`src/rtl/core/knc_pkg.sv`:
```
// ----------------------------------------------------------------------------
// knc_pkg
// Shared types and constants for the knapsack cipher engine.
// ----------------------------------------------------------------------------
package knc_pkg;

	localparam int WORD_W = 31;
	localparam int MSG_W  = 16;
	localparam int IDX_W  = 4;
	localparam int STEP_W = 5;

	// input func codes
	localparam logic [1:0] FUNC_LOAD    = 2'd0;
	localparam logic [1:0] FUNC_ENCRYPT = 2'd1;
	localparam logic [1:0] FUNC_DECRYPT = 2'd2;

	// configuration register indexes
	localparam logic REG_MODULUS    = 1'b0;
	localparam logic REG_MULTIPLIER = 1'b1;

	// arithmetic unit operations
	localparam logic OP_DIV = 1'b0;
	localparam logic OP_MUL = 1'b1;

	typedef struct packed {
		logic start;
		logic op;
	} arith_req_t;

endpackage

```
`src/rtl/core/knapsack_cipher_engine.sv`:
```
// ----------------------------------------------------------------------------
// knapsack_cipher_engine
// Merkle-Hellman knapsack engine: key load, encrypt and decrypt.
// ----------------------------------------------------------------------------
// A load word (func 0) writes one private key entry and gives no result;
// func 3 is dropped. Encrypt and decrypt each return one result word.
// Divides and multiplies run through a single bit-serial unit doing either
// a 31-step restoring divide or a modular multiply by double-and-add.
// Encrypt reduces w, then per set message bit reduces the key entry,
// multiplies it by w and adds mod m. Decrypt reduces w and c, then runs
// extended Euclid rounds (a divide plus a modular multiply of the
// coefficient), then multiplies c by the inverse and does a greedy walk
// over the key entries. One word is in flight at a time; s_axis_tready
// is high only when idle. The result sits in an output register, so the
// next word may be taken while it waits. Modulus below two is used as two.
// Status 1 means w has no inverse mod m. Configuration must be written
// only while idle; the block itself does not enforce it.
// ----------------------------------------------------------------------------
module knapsack_cipher_engine #(
	parameter int KEY_LENGTH = 16
) (
	input  logic        clk,
	input  logic        arst_n,
	// config write channel
	input  logic        cfg_valid,
	output logic        cfg_ready,
	input  logic        cfg_index,   // 0 modulus, 1 multiplier
	input  logic [30:0] cfg_data,
	// input words
	input  logic        s_axis_tvalid,
	output logic        s_axis_tready,
	input  logic [87:0] s_axis_tdata,  // key_index[3:0], key_value[34:4],
	                                    // message_bits[50:35], cipher_in[81:51]
	input  logic [1:0]  s_axis_tuser,  // func
	// result words
	output logic        m_axis_tvalid,
	input  logic        m_axis_tready,
	output logic [47:0] m_axis_tdata   // cipher_out[30:0], plain_bits[46:31],
	                                    // status[47]
);
	import knc_pkg::*;

	localparam int KI_W  = $clog2(KEY_LENGTH);
	localparam int EN_N  = (KEY_LENGTH < MSG_W) ? KEY_LENGTH : MSG_W;

	localparam logic [4:0] S_IDLE = 5'd0,  S_WISS = 5'd1,  S_WWAIT = 5'd2,
	                       S_ECHK = 5'd3,  S_ERD  = 5'd4,  S_EKW   = 5'd5,
	                       S_EMI  = 5'd6,  S_EMW  = 5'd7,  S_DCI   = 5'd8,
	                       S_DCW  = 5'd9,  S_GCHK = 5'd10, S_GDW   = 5'd11,
	                       S_GMI  = 5'd12, S_GMW  = 5'd13, S_DMI   = 5'd14,
	                       S_DMW  = 5'd15, S_WRD  = 5'd16, S_WCMP  = 5'd17,
	                       S_FIN  = 5'd18;

	logic [4:0]        state_q;
	logic [WORD_W-1:0] modulus_q, multiplier_q, m_eff;
	logic [1:0]        func_q;
	logic [MSG_W-1:0]  msg_q, plain_q;
	logic [WORD_W-1:0] cin_q, w_q, kmod_q, sum_q, c_q;
	logic [WORD_W-1:0] r0_q, r1_q, t0_q, t1_q, q_q, nr_q;
	logic              fail_q;
	logic [KI_W-1:0]   idx_q;
	logic [KEY_LENGTH-1:0] vld_q;
	logic              key_vld_q;
	logic [WORD_W-1:0] ram_rdata, key_rd;
	logic              out_valid_q;
	logic [47:0]       out_data_q;

	logic              in_acc, load_ok, fin_load;
	logic [3:0]        in_kidx;
	arith_req_t        req;
	logic [WORD_W-1:0] opa, opb, dvsr, ar_res, ar_quo;
	logic              ar_done;
	logic [WORD_W:0]   add_s, sub_s;

	assign m_eff     = (modulus_q < WORD_W'(2)) ? WORD_W'(2) : modulus_q;
	assign cfg_ready = 1'b1;
	assign s_axis_tready = state_q == S_IDLE;
	assign in_acc    = s_axis_tvalid && s_axis_tready;
	assign in_kidx   = s_axis_tdata[3:0];
	assign load_ok   = in_acc && s_axis_tuser == FUNC_LOAD
	                   && {3'b0, in_kidx} < 7'(KEY_LENGTH);
	assign key_rd    = key_vld_q ? ram_rdata : '0;
	// result register takes a new word when empty or being drained
	assign fin_load  = state_q == S_FIN && (!out_valid_q || m_axis_tready);

	knc_ram #(.WIDTH(WORD_W), .DEPTH(KEY_LENGTH)) u_key_ram (
		.clk   (clk),
		.we    (load_ok),
		.waddr (KI_W'(in_kidx)),
		.wdata (s_axis_tdata[34:4]),
		.raddr (idx_q),
		.rdata (ram_rdata)
	);

	// operand select for the shared unit
	always_comb begin
		req  = '{start: 1'b0, op: OP_DIV};
		opa  = '0;
		opb  = '0;
		dvsr = m_eff;
		case (state_q)
			S_WISS: begin
				req.start = 1'b1; opa = multiplier_q;
			end
			S_ERD: begin
				req.start = 1'b1; opa = key_rd;
			end
			S_EMI: begin
				req = '{start: 1'b1, op: OP_MUL}; opa = kmod_q; opb = w_q;
			end
			S_DCI: begin
				req.start = 1'b1; opa = cin_q;
			end
			S_GCHK: begin
				req.start = r1_q != '0; opa = r0_q; dvsr = r1_q;
			end
			S_GMI: begin
				req = '{start: 1'b1, op: OP_MUL}; opa = t1_q; opb = q_q;
			end
			S_DMI: begin
				req = '{start: 1'b1, op: OP_MUL}; opa = c_q; opb = t0_q;
			end
			default: ;
		endcase
	end

	knc_arith u_arith (
		.clk    (clk),
		.arst_n (arst_n),
		.req    (req),
		.opa    (opa),
		.opb    (opb),
		.dvsr   (dvsr),
		.done   (ar_done),
		.res    (ar_res),
		.quo    (ar_quo)
	);

	assign add_s = {1'b0, sum_q} + {1'b0, ar_res};
	// (t0 - p) mod m
	assign sub_s = (t0_q >= ar_res) ? {1'b0, t0_q} - {1'b0, ar_res}
	                                : {1'b0, t0_q} + {1'b0, m_eff} - {1'b0, ar_res};

	// control
	always_ff @(posedge clk or negedge arst_n) begin
		if (!arst_n) begin
			state_q      <= S_IDLE;
			modulus_q    <= 31'h7FFF_FFFF;
			multiplier_q <= 31'd1;
			vld_q        <= '0;
			out_valid_q  <= 1'b0;
		end else begin
			if (cfg_valid && cfg_ready) begin
				if (cfg_index == REG_MODULUS) modulus_q <= cfg_data;
				else                          multiplier_q <= cfg_data;
			end
			if (load_ok) vld_q[KI_W'(in_kidx)] <= 1'b1;
			if (fin_load)           out_valid_q <= 1'b1;
			else if (m_axis_tready) out_valid_q <= 1'b0;
			case (state_q)
				S_IDLE:
					if (in_acc && (s_axis_tuser == FUNC_ENCRYPT
					               || s_axis_tuser == FUNC_DECRYPT)) begin
						state_q <= S_WISS;
					end
				S_WISS:  state_q <= S_WWAIT;
				S_WWAIT:
					if (ar_done) state_q <= (func_q == FUNC_ENCRYPT) ? S_ECHK : S_DCI;
				S_ECHK:
					if (msg_q[0]) state_q <= S_ERD;
					else if (idx_q == KI_W'(EN_N - 1)) state_q <= S_FIN;
				S_ERD:   state_q <= S_EKW;
				S_EKW:   if (ar_done) state_q <= S_EMI;
				S_EMI:   state_q <= S_EMW;
				S_EMW:
					if (ar_done) state_q <= (idx_q == KI_W'(EN_N - 1)) ? S_FIN : S_ECHK;
				S_DCI:   state_q <= S_DCW;
				S_DCW:   if (ar_done) state_q <= S_GCHK;
				S_GCHK:
					if (r1_q != '0)       state_q <= S_GDW;
					else if (r0_q != WORD_W'(1)) state_q <= S_FIN;
					else                  state_q <= S_DMI;
				S_GDW:   if (ar_done) state_q <= S_GMI;
				S_GMI:   state_q <= S_GMW;
				S_GMW:   if (ar_done) state_q <= S_GCHK;
				S_DMI:   state_q <= S_DMW;
				S_DMW:   if (ar_done) state_q <= S_WRD;
				S_WRD:   state_q <= S_WCMP;
				S_WCMP:  state_q <= (idx_q == '0) ? S_FIN : S_WRD;
				S_FIN:
					if (fin_load) begin
						state_q <= S_IDLE;
					end
				default: state_q <= S_IDLE;
			endcase
		end
	end

	// datapath
	always_ff @(posedge clk) begin
		key_vld_q <= vld_q[idx_q];
		case (state_q)
			S_IDLE:
				if (in_acc) begin
					func_q  <= s_axis_tuser;
					msg_q   <= s_axis_tdata[50:35];
					cin_q   <= s_axis_tdata[81:51];
					sum_q   <= '0;
					plain_q <= '0;
					fail_q  <= 1'b0;
					idx_q   <= '0;
				end
			S_WWAIT: if (ar_done) w_q <= ar_res;
			S_ECHK:
				if (!msg_q[0]) begin
					idx_q <= idx_q + 1'b1;
					msg_q <= msg_q >> 1;
				end
			S_EKW: if (ar_done) kmod_q <= ar_res;
			S_EMW:
				if (ar_done) begin
					sum_q <= (add_s >= {1'b0, m_eff}) ? WORD_W'(add_s - {1'b0, m_eff})
					                                  : add_s[WORD_W-1:0];
					idx_q <= idx_q + 1'b1;
					msg_q <= msg_q >> 1;
				end
			S_DCW:
				if (ar_done) begin
					c_q  <= ar_res;
					r0_q <= m_eff;
					r1_q <= w_q;
					t0_q <= '0;
					t1_q <= WORD_W'(1);
				end
			S_GCHK:
				if (r1_q == '0 && r0_q != WORD_W'(1)) fail_q <= 1'b1;
			S_GDW:
				if (ar_done) begin
					q_q  <= ar_quo;
					nr_q <= ar_res;
				end
			S_GMW:
				if (ar_done) begin
					r0_q <= r1_q;
					r1_q <= nr_q;
					t0_q <= t1_q;
					t1_q <= sub_s[WORD_W-1:0];
				end
			S_DMW:
				if (ar_done) begin
					sum_q <= ar_res;  // walk remainder
					idx_q <= KI_W'(KEY_LENGTH - 1);
				end
			S_WCMP: begin
				if (key_rd <= sum_q) sum_q <= sum_q - key_rd;
				plain_q <= {plain_q[MSG_W-2:0], key_rd <= sum_q};
				idx_q   <= idx_q - 1'b1;
			end
			S_FIN:
				if (fin_load) begin
					out_data_q <= {fail_q,
					               (func_q == FUNC_DECRYPT && !fail_q) ? plain_q : '0,
					               (func_q == FUNC_ENCRYPT) ? sum_q : '0};
				end
			default: ;
		endcase
	end

	assign m_axis_tvalid = out_valid_q;
	assign m_axis_tdata  = out_data_q;

	a_fail_zero: assert property (@(posedge clk) disable iff (!arst_n)
		(m_axis_tvalid && m_axis_tdata[47]) |-> m_axis_tdata[46:0] == '0)
		else $error("failed decrypt carries data");
	a_walk_next: assert property (@(posedge clk) disable iff (!arst_n)
		state_q == S_WCMP |=> (state_q == S_WRD || state_q == S_FIN))
		else $error("walk sequencing broken");
	a_fin_hold: assert property (@(posedge clk) disable iff (!arst_n)
		(state_q == S_FIN && out_valid_q && !m_axis_tready) |=> state_q == S_FIN)
		else $error("result overwritten before taken");
endmodule

```
`src/rtl/core/knc_ram.sv`:
```
// ----------------------------------------------------------------------------
// knc_ram
// Generic single write port, single read port RAM with registered read.
// ----------------------------------------------------------------------------
module knc_ram #(
	parameter int WIDTH = 31,
	parameter int DEPTH = 16
) (
	input  logic                     clk,
	input  logic                     we,
	input  logic [$clog2(DEPTH)-1:0] waddr,
	input  logic [WIDTH-1:0]         wdata,
	input  logic [$clog2(DEPTH)-1:0] raddr,
	output logic [WIDTH-1:0]         rdata
);
	logic [WIDTH-1:0] mem [DEPTH];

	always_ff @(posedge clk) begin
		if (we) begin
			mem[waddr] <= wdata;
		end
		rdata <= mem[raddr];
	end
endmodule

```
`src/rtl/core/knc_arith.sv`:
```
// ----------------------------------------------------------------------------
// knc_arith
// Shared bit-serial unit: restoring divide (quotient, remainder) or
// modular multiply by double-and-add. Two adders and one compare-subtract.
// ----------------------------------------------------------------------------
module knc_arith (
	input  logic                      clk,
	input  logic                      arst_n,
	input  knc_pkg::arith_req_t       req,
	input  logic [knc_pkg::WORD_W-1:0] opa,   // dividend / multiplicand (< dvsr)
	input  logic [knc_pkg::WORD_W-1:0] opb,   // multiplier bits
	input  logic [knc_pkg::WORD_W-1:0] dvsr,  // divisor / modulus
	output logic                      done,
	output logic [knc_pkg::WORD_W-1:0] res,   // remainder or product mod dvsr
	output logic [knc_pkg::WORD_W-1:0] quo
);
	import knc_pkg::*;

	logic              busy_q, done_q, op_q, phase_q;
	logic [STEP_W-1:0] cnt_q;
	logic [WORD_W-1:0] x_q, d_q, a_q, acc_q, quo_q;
	logic [WORD_W:0]   addend, sum, diff;
	logic              ge, last;

	// DIV: 2*acc + next bit; MUL phase 0: 2*acc; phase 1: acc + a if bit set
	always_comb begin
		if (op_q == OP_DIV || !phase_q) begin
			addend = {1'b0, acc_q} + {{WORD_W{1'b0}}, (op_q == OP_DIV) & x_q[WORD_W-1]};
		end else begin
			addend = x_q[WORD_W-1] ? {1'b0, a_q} : '0;
		end
		sum  = {1'b0, acc_q} + addend;
		ge   = sum >= {1'b0, d_q};
		diff = sum - {1'b0, d_q};
		last = cnt_q == STEP_W'(WORD_W - 1) && (op_q == OP_DIV || phase_q);
	end

	always_ff @(posedge clk or negedge arst_n) begin
		if (!arst_n) begin
			busy_q  <= 1'b0;
			done_q  <= 1'b0;
			phase_q <= 1'b0;
			cnt_q   <= '0;
		end else begin
			done_q <= 1'b0;
			if (req.start) begin
				busy_q  <= 1'b1;
				phase_q <= 1'b0;
				cnt_q   <= '0;
			end else if (busy_q) begin
				if (op_q == OP_MUL) begin
					phase_q <= !phase_q;
				end
				if (last) begin
					busy_q <= 1'b0;
					done_q <= 1'b1;
				end else if (op_q == OP_DIV || phase_q) begin
					cnt_q <= cnt_q + 1'b1;
				end
			end
		end
	end

	always_ff @(posedge clk) begin
		if (req.start) begin
			op_q  <= req.op;
			x_q   <= (req.op == OP_DIV) ? opa : opb;
			a_q   <= opa;
			d_q   <= dvsr;
			acc_q <= '0;
			quo_q <= '0;
		end else if (busy_q) begin
			acc_q <= ge ? diff[WORD_W-1:0] : sum[WORD_W-1:0];
			if (op_q == OP_DIV) begin
				quo_q <= {quo_q[WORD_W-2:0], ge};
			end
			if (op_q == OP_DIV || phase_q) begin
				x_q <= {x_q[WORD_W-2:0], 1'b0};
			end
		end
	end

	assign done = done_q;
	assign res  = acc_q;
	assign quo  = quo_q;

	a_done_idle: assert property (@(posedge clk) disable iff (!arst_n) done_q |-> !busy_q)
		else $error("arith done while busy");
	a_start_idle: assert property (@(posedge clk) disable iff (!arst_n)
		req.start |-> !busy_q) else $error("arith started while busy");
	a_rem_range: assert property (@(posedge clk) disable iff (!arst_n)
		(busy_q && d_q != '0) |-> acc_q < d_q) else $error("arith residue out of range");
endmodule

```
`config.mk`:
```
export PLATFORM = sky130hd
export DESIGN_NAME = knapsack_cipher_engine
export DESIGN_NICKNAME = d
export VERILOG_FILES = /design/src/rtl/core/knc_pkg.sv /design/src/rtl/core/knapsack_cipher_engine.sv /design/src/rtl/core/knc_ram.sv /design/src/rtl/core/knc_arith.sv
export SDC_FILE = /design/constraint.sdc
export NUM_CORES = 2
export LEC_CHECK = 0
export ABC_AREA = 1
export BUFFER_PORTS_ARGS = -buffer_cell sky130_fd_sc_hd__buf_2
export CAP_MARGIN = 20
export CORE_UTILIZATION = 27
export CTS_BUF_LIST = sky130_fd_sc_hd__clkbuf_8
export CTS_CLUSTER_DIAMETER = 30
export DETAILED_ROUTE_END_ITERATION = 10
export HOLD_SLACK_MARGIN = 0.15
export PLACE_DENSITY = 0.47
export REMOVE_ABC_BUFFERS = 1
export SETUP_SLACK_MARGIN = 0.15
export SLEW_MARGIN = 0
export SYNTH_ARGS = -nofsm -noshare
export SYNTH_HDL_FRONTEND = slang
export SYNTH_SLANG_ARGS = --single-unit
```
`constraint.sdc`:
```
create_clock -name clk -period 14.7 [get_ports clk]
set_input_delay 3.675 -clock clk [delete_from_list [all_inputs] [get_ports clk]]
set_output_delay 3.675 -clock clk [all_outputs]
set_load 0.05 [all_outputs]
```
# --- After elaboration in Yosys (flattened, before gate mapping) ---
# Memories as Yosys holds them, arrays and structs flattened. A register that Yosys moved wholly into a read port is not among the register bits.
# Cells that the tools add are included.
word_totals:
  n_memories: 1
  inputBits: 127
  out_inout_bits: 51
  mem_bits_rw: 496
  reg_bits: 677
memory_table:
  columns: ["name", "words", "word_bits", "rd", "rd_clocked_by_memory_dff", "wr", "line", "text"]
  rows:
  - ["u_key_ram.mem", 16, 31, 1, 1, 1, "knc_ram.sv:16", "logic [WIDTH-1:0] mem [DEPTH];"]
classes:
  n_addsub: 12
  bitwise: 4
  n_lt_le_gt_ge: 8
  n_eq_ne: 41
  reduce_logical: 53
  muxes: 84
ops:
  columns: ["cell", "n"]
  rows:
  - ["two-way mux 31 bit", 23]
  - ["case mux 31 bit (2 select lines)", 4]
  - ["case mux 31 bit (7 select lines)", 1]
  - ["subtractor 31 bit", 5]
  - ["case mux 31 bit (4 select lines)", 1]
  - ["case mux 31 bit (3 select lines)", 1]
  - ["case mux 5 bit (18 select lines)", 1]
  - ["two-way mux 5 bit", 17]
  - [">= comparator 32 x 31 -> 1 bit", 2]
  - ["two-way mux 16 bit", 4]
  - ["case mux 16 bit (3 select lines)", 1]
  - ["== test 5 x 4 -> 1 bit (second input constant)", 8]
  - ["adder 31 x 1 -> 32 bit", 1]
  - ["adder 31 x 31 -> 32 bit", 1]
  - ["adder 31 x 32 -> 32 bit", 1]
  - ["two-way mux 32 bit", 1]
  - ["case mux 16 bit (2 select lines)", 1]
  - ["adder 31 bit", 1]
  - [">= comparator 31 bit", 1]
  - ["<= comparator 31 bit", 1]
  - ["zero test 31 bit", 1]
  - ["less-than comparator 31 x 2 -> 1 bit (second input constant)", 1]
  - ["!= test 31 x 1 -> 1 bit (second input constant)", 1]
  - ["nonzero test 31 bit", 1]
  - ["43 further kinds", 122]

# --- Depth between registers and ports, before layout ---
depth:
  word_depth: 7
  depth_mapped: 42
  ltp_nobuf: 40

# --- Modules after synthesis ---
# From an unflattened synthesis, not the netlist that was laid out.
unflattened:
  cells_unflattened: 7946
  hier_area_um2: 67300.8
modules_own_cells:
  columns: ["mod", "area_each_um2", "cells_each", "n_inst", "seq_area_each_um2"]
  rows:
  - ["knapsack_cipher_engine", 33535.9, 4211, 1, 15014.4]
  - ["knc_ram", 22033.6, 2054, 1, 15514.9]
  - ["knc_arith", 11731.3, 1681, 1, 4264.1]

# --- Worst setup path before layout ---
# No wires, ideal clock.
synth_timing:
  path_type: "register to register"
  startpoint: "reg state_q[0]"
  endpoint: "reg r0_q[0] (enable)"
  setup_slack_ps: 4811
  stages_incl_launch_ff: 5
  arrival_ps: 9130
  setup_ps: 759
  required_ps: 13941
  cell_sequence: "dfrtp_1 > inv_1 > nor2_1 > inv_1 > nor3_1"
synth_via:
  elab_chain_len: 3
  word_cells_on_any_way: 6
  classes_between: "4 x eq/ne; 2 x reduce/logical"
synth_rtl:
  columns: ["element", "line", "text"]
  rows:
  - ["start, declared", "knapsack_cipher_engine.sv:54", "logic [4:0] state_q;"]
  - ["start signal, assigned", "knapsack_cipher_engine.sv:168", "if (ar_done) state_q <= (func_q == FUNC_ENCRYPT) ? S_ECHK : S_DCI;"]
  - ["start signal, assigned", "knapsack_cipher_engine.sv:176", "if (ar_done) state_q <= (idx_q == KI_W'(EN_N - 1)) ? S_FIN : S_ECHK;"]
  - ["start signal, assigned", "knapsack_cipher_engine.sv:189", "S_WCMP: state_q <= (idx_q == '0) ? S_FIN : S_WRD;"]
  - ["== test 5 x 4 -> 1 bit", "knapsack_cipher_engine.sv:202", "case (state_q)"]
  - ["!= test 2 x 1 -> 1 bit (no source line) or nonzero test 2 bit (tied branches)", null, null]
  - ["AND reduction 3 bit (no source line) (*)", null, null]
  - ["end signal, assigned", "knapsack_cipher_engine.sv:230", "r0_q <= m_eff;"]
  - ["end signal, assigned", "knapsack_cipher_engine.sv:244", "r0_q <= r1_q;"]
  - ["end, declared", "knapsack_cipher_engine.sv:59", "logic [WORD_W-1:0] r0_q, r1_q, t0_q, t1_q, q_q, nr_q;"]
# Every way passes the cells marked *; elsewhere a longest branch is shown, timed or not.
# A chain may end at the register's enable or synchronous reset.

# --- Final worst setup path ---
layout_timing:
  startpoint: "reg u_arith.x_q[30]"
  endpoint: "reg u_arith.acc_q[19], in the netlist u_arith.res[19]"
layout_via:
  elab_chain_len: 6
  word_cells_on_any_way: 8
  classes_between: "3 x add/sub; 1 x order compare; 3 x mux; 1 x bitwise"
layout_rtl:
  columns: ["element", "line", "text"]
  rows:
  - ["start, declared", "knc_arith.sv:21", "logic [WORD_W-1:0] x_q, d_q, a_q, acc_q, quo_q;"]
  - ["start signal, assigned", "knc_arith.sv:67", "x_q <= (req.op == OP_DIV) ? opa : opb;"]
  - ["start signal, assigned", "knc_arith.sv:78", "x_q <= {x_q[WORD_W-2:0], 1'b0};"]
  - ["bitwise AND 1 bit", "knc_arith.sv:28", "addend = {1'b0, acc_q} + {{WORD_W{1'b0}}, (op_q == OP_DIV) & x_q[WORD_W-1]};"]
  - ["adder 31 x 1 -> 32 bit", "knc_arith.sv:28", null]
  - ["two-way mux 32 bit (*)", "knc_arith.sv:27", "if (op_q == OP_DIV || !phase_q) begin"]
  - ["adder 31 x 32 -> 32 bit (*)", "knc_arith.sv:32", "sum = {1'b0, acc_q} + addend;"]
  - ["subtractor 31 bit or >= comparator 32 x 31 -> 1 bit (tied branches)", "knc_arith.sv:34, knc_arith.sv:33", null]
  - ["two-way mux 31 bit (*)", "knc_arith.sv:73", "acc_q <= ge ? diff[WORD_W-1:0] : sum[WORD_W-1:0];"]
  - ["end signal, assigned", "knc_arith.sv:73", null]
  - ["end, declared", "knc_arith.sv:21", null]
# Marked as above.

==> results.txt <==
run status: finished, final reports clean
first-pass GRT wire length: 366000 um
min-delay worst type: flop to flop
Fmax: 141 MHz
antenna violations before repair: 36
PortBufs: 170
Seq cells post-synth: 1204
clock buffer depth: 4
hpwl dp: 188000 um
Cell Area, Synth: 0.0641 mm^2
crit-path max cell delay: 0.41 ns
critical path type: flop to flop
Worst Clk Skew: 0.0925 ns
largest net degree at the start of global routing: 207
critical path launch point type: flop
CP Capture Type: flop
First-pass DRT Iterations: 8
max-cap viol count: 0
WL final: 259000 um
GR Util All Layers: 21.2%
core area: 0.236 mm^2
synth unique cells: 58
YS warnings: 0
CP arrival: 8.01 ns
Least-Margin Pin Slew: 1.13 ns
Initial Util: 27.2%
via/cell ratio: 4.88
minimum clock period after layout: 7.11 ns
final hold slack: 0.437 ns
fraction of layout cells with a size suffix above 1: 11.0%
clk_lat worst skew: 1.05 ns
post-synthesis sequential area ratio: 54.3%
# H-tree levels: 5
antenna-violating nets left: 0
DRT iter0 DRCs: 4854
Setup TNS: 0 ns
IO Pins: 178
slowest CP cell: ha_1
placement row count: 178
Die Wd: 489 um
area grow syn2layout: 18.5%
Die ar.: 0.239 mm^2
root buffer cell: clkbuf_8
post-route insts no fill: 10902
vias in the first global route: 51472
syn_area_per_cell: 8.98 um^2
final setup violation count: 0
DRC viols: 0
asr flop ratio synth: 7.64%
Post-Syn Instances: 7135
Fin. Hold Viols: 0
Resized cells post-CTS: 0
EDFF count, synth: 1018
Post-CTS Hold Buffers: 0
Congestion Overflow GR: 0
GPL Wtd Cong: 0.928
Clock Pin Slew Worst Setup and Hold Paths: 0.06 ns
worst reg2reg setup slack: 7.59 ns
fin nets: 7885
RSZ-0062 raised after global routing: no
Vias: 53205
Slew headroom: 24.6%
Synth Flop Type: edfxtp_1
clk sink count: 1204
CTS tree: yes
critical-path maximum fanout: 32
final core occ: 32.2%
crit-path most repeated cell: nand2_1
Post-CTS Setup Inserts: 0
placed cells: 10317
Inserted Clock Buffers: 326
Routed WL per cell: 23.7 um
fin crit share: 48.4%
Die Span Y: 489 um
Final Slew Violations: 0
Req. time, crit path: 15.60 ns
[layer usage]
layer  global-route usage (%)  wire length [um]  vias up
met1                     27.9            113000    25604
met5                        0               235        -
met4                     8.32             10200       34
met2                     34.1            118000     1958
met3                     4.23             17500      493
li1                         -                 -    25116
[worst max-delay path, delay by kind of cell (launching register included)]
family / cells / cell delay (ns)
simple gates: 31 / 4.34
fa+ha+maj: 3 / 0.97
compound gates: 1 / 0.09
flops: 1 / 0.32
buf+inv: 6 / 1.19
[layout by cell type (no fill, tap or decap), types with 94 or more instances in the layout]
master / instances
edfxtp_1: 1018
clkbuf_8: 349
nand3_1: 422
buf_2: 169
ha_1: 224
a21oi_1: 374
nand2_1: 1511
buf_4: 114
nor2_1: 789
dfxtp_1: 94
inv_1: 940
o22ai_1: 100
o21ai_0: 669
[per-stage QoR]
step                      setup WS (ns)  area (um^2)
after floorplan                    4.47        63100
after global routing               7.00        75900
after CTS                          7.74        75800
final                              7.59        75900
after detailed placement           7.63        69000
after global placement             7.68        69000
[sequential cells by signal, summed over array words and instances, names as in the netlist, 31 cells and up]
signal and count:
sum_q 31, u_arith.d_q 31, u_arith.a_q 31, c_q 31, w_q 31, m_axis_tdata 48, nr_q 31, modulus_q 31
kmod_q 31, u_arith.res 31, q_q 31, t1_q 31, t0_q 31, u_arith.x_q 31, u_key_ram.rdata 31, r0_q 31
u_key_ram.mem 496, multiplier_q 31, r1_q 31, cin_q 31, u_arith.quo 31
[cells by family (layout without fill, tap and decap cells)]
group,after synthesis,after routing,share of synthesized area (%)
xor+xnor,133,133,1.82
flops,1204,1204,54.3
fa+ha+maj,261,261,5.53
other cells,1,11,0.00585
mux,3,3,0.0527
compound gates,1408,1408,12.4
simple gates,2980,2980,19.1
buf+inv,1145,1752,6.76
[final timing paths]
check | start | end | cells after the start
max | u_arith.x_q[30] | u_arith.res[19] | 41
min | u_arith.quo[30] | q_q[30] | 0
max reg2reg | u_arith.x_q[30] | u_arith.res[19] | 41
min reg2reg | u_arith.quo[30] | q_q[30] | 0
max in group asynchronous | arst_n | multiplier_q[18] | 2
min in group asynchronous | arst_n | multiplier_q[12] | 1
[cells in the mapped netlist (64+ instances only)]
cell      count  share of area, %
edfxtp_1   1018                48
inv_1       878               5.1
nand2_1    1514               8.9
xor2_1       84               1.1
a21oi_1     374               2.9
clkbuf_1    208               1.2
nor3_1       64              0.50
nor2_1      815               4.8
o21ai_0     670               5.2
ha_1        224               4.4
o22ai_1     100              0.98
nand4_1      66              0.64
nand3_1     422               3.3
dfxtp_1      94               2.9
[cell type report]
class / instances / area, um^2
Antenna cell: 10 / 25.0
Fill cell: 24888 / 160000
Tap cell: 3150 / 3940
Clock buffer: 349 / 4800
Inverter: 892 / 3360
Sequential cell: 1204 / 34800
Multi-Input combinational cell: 4786 / 25200
Clock inverter: 224 / 2040
Timing Repair Buffer: 287 / 1780
Power is left out: the tool's default activity adds up to more than one toggle a clock period on the data nets, which glitch-free logic cannot reach.
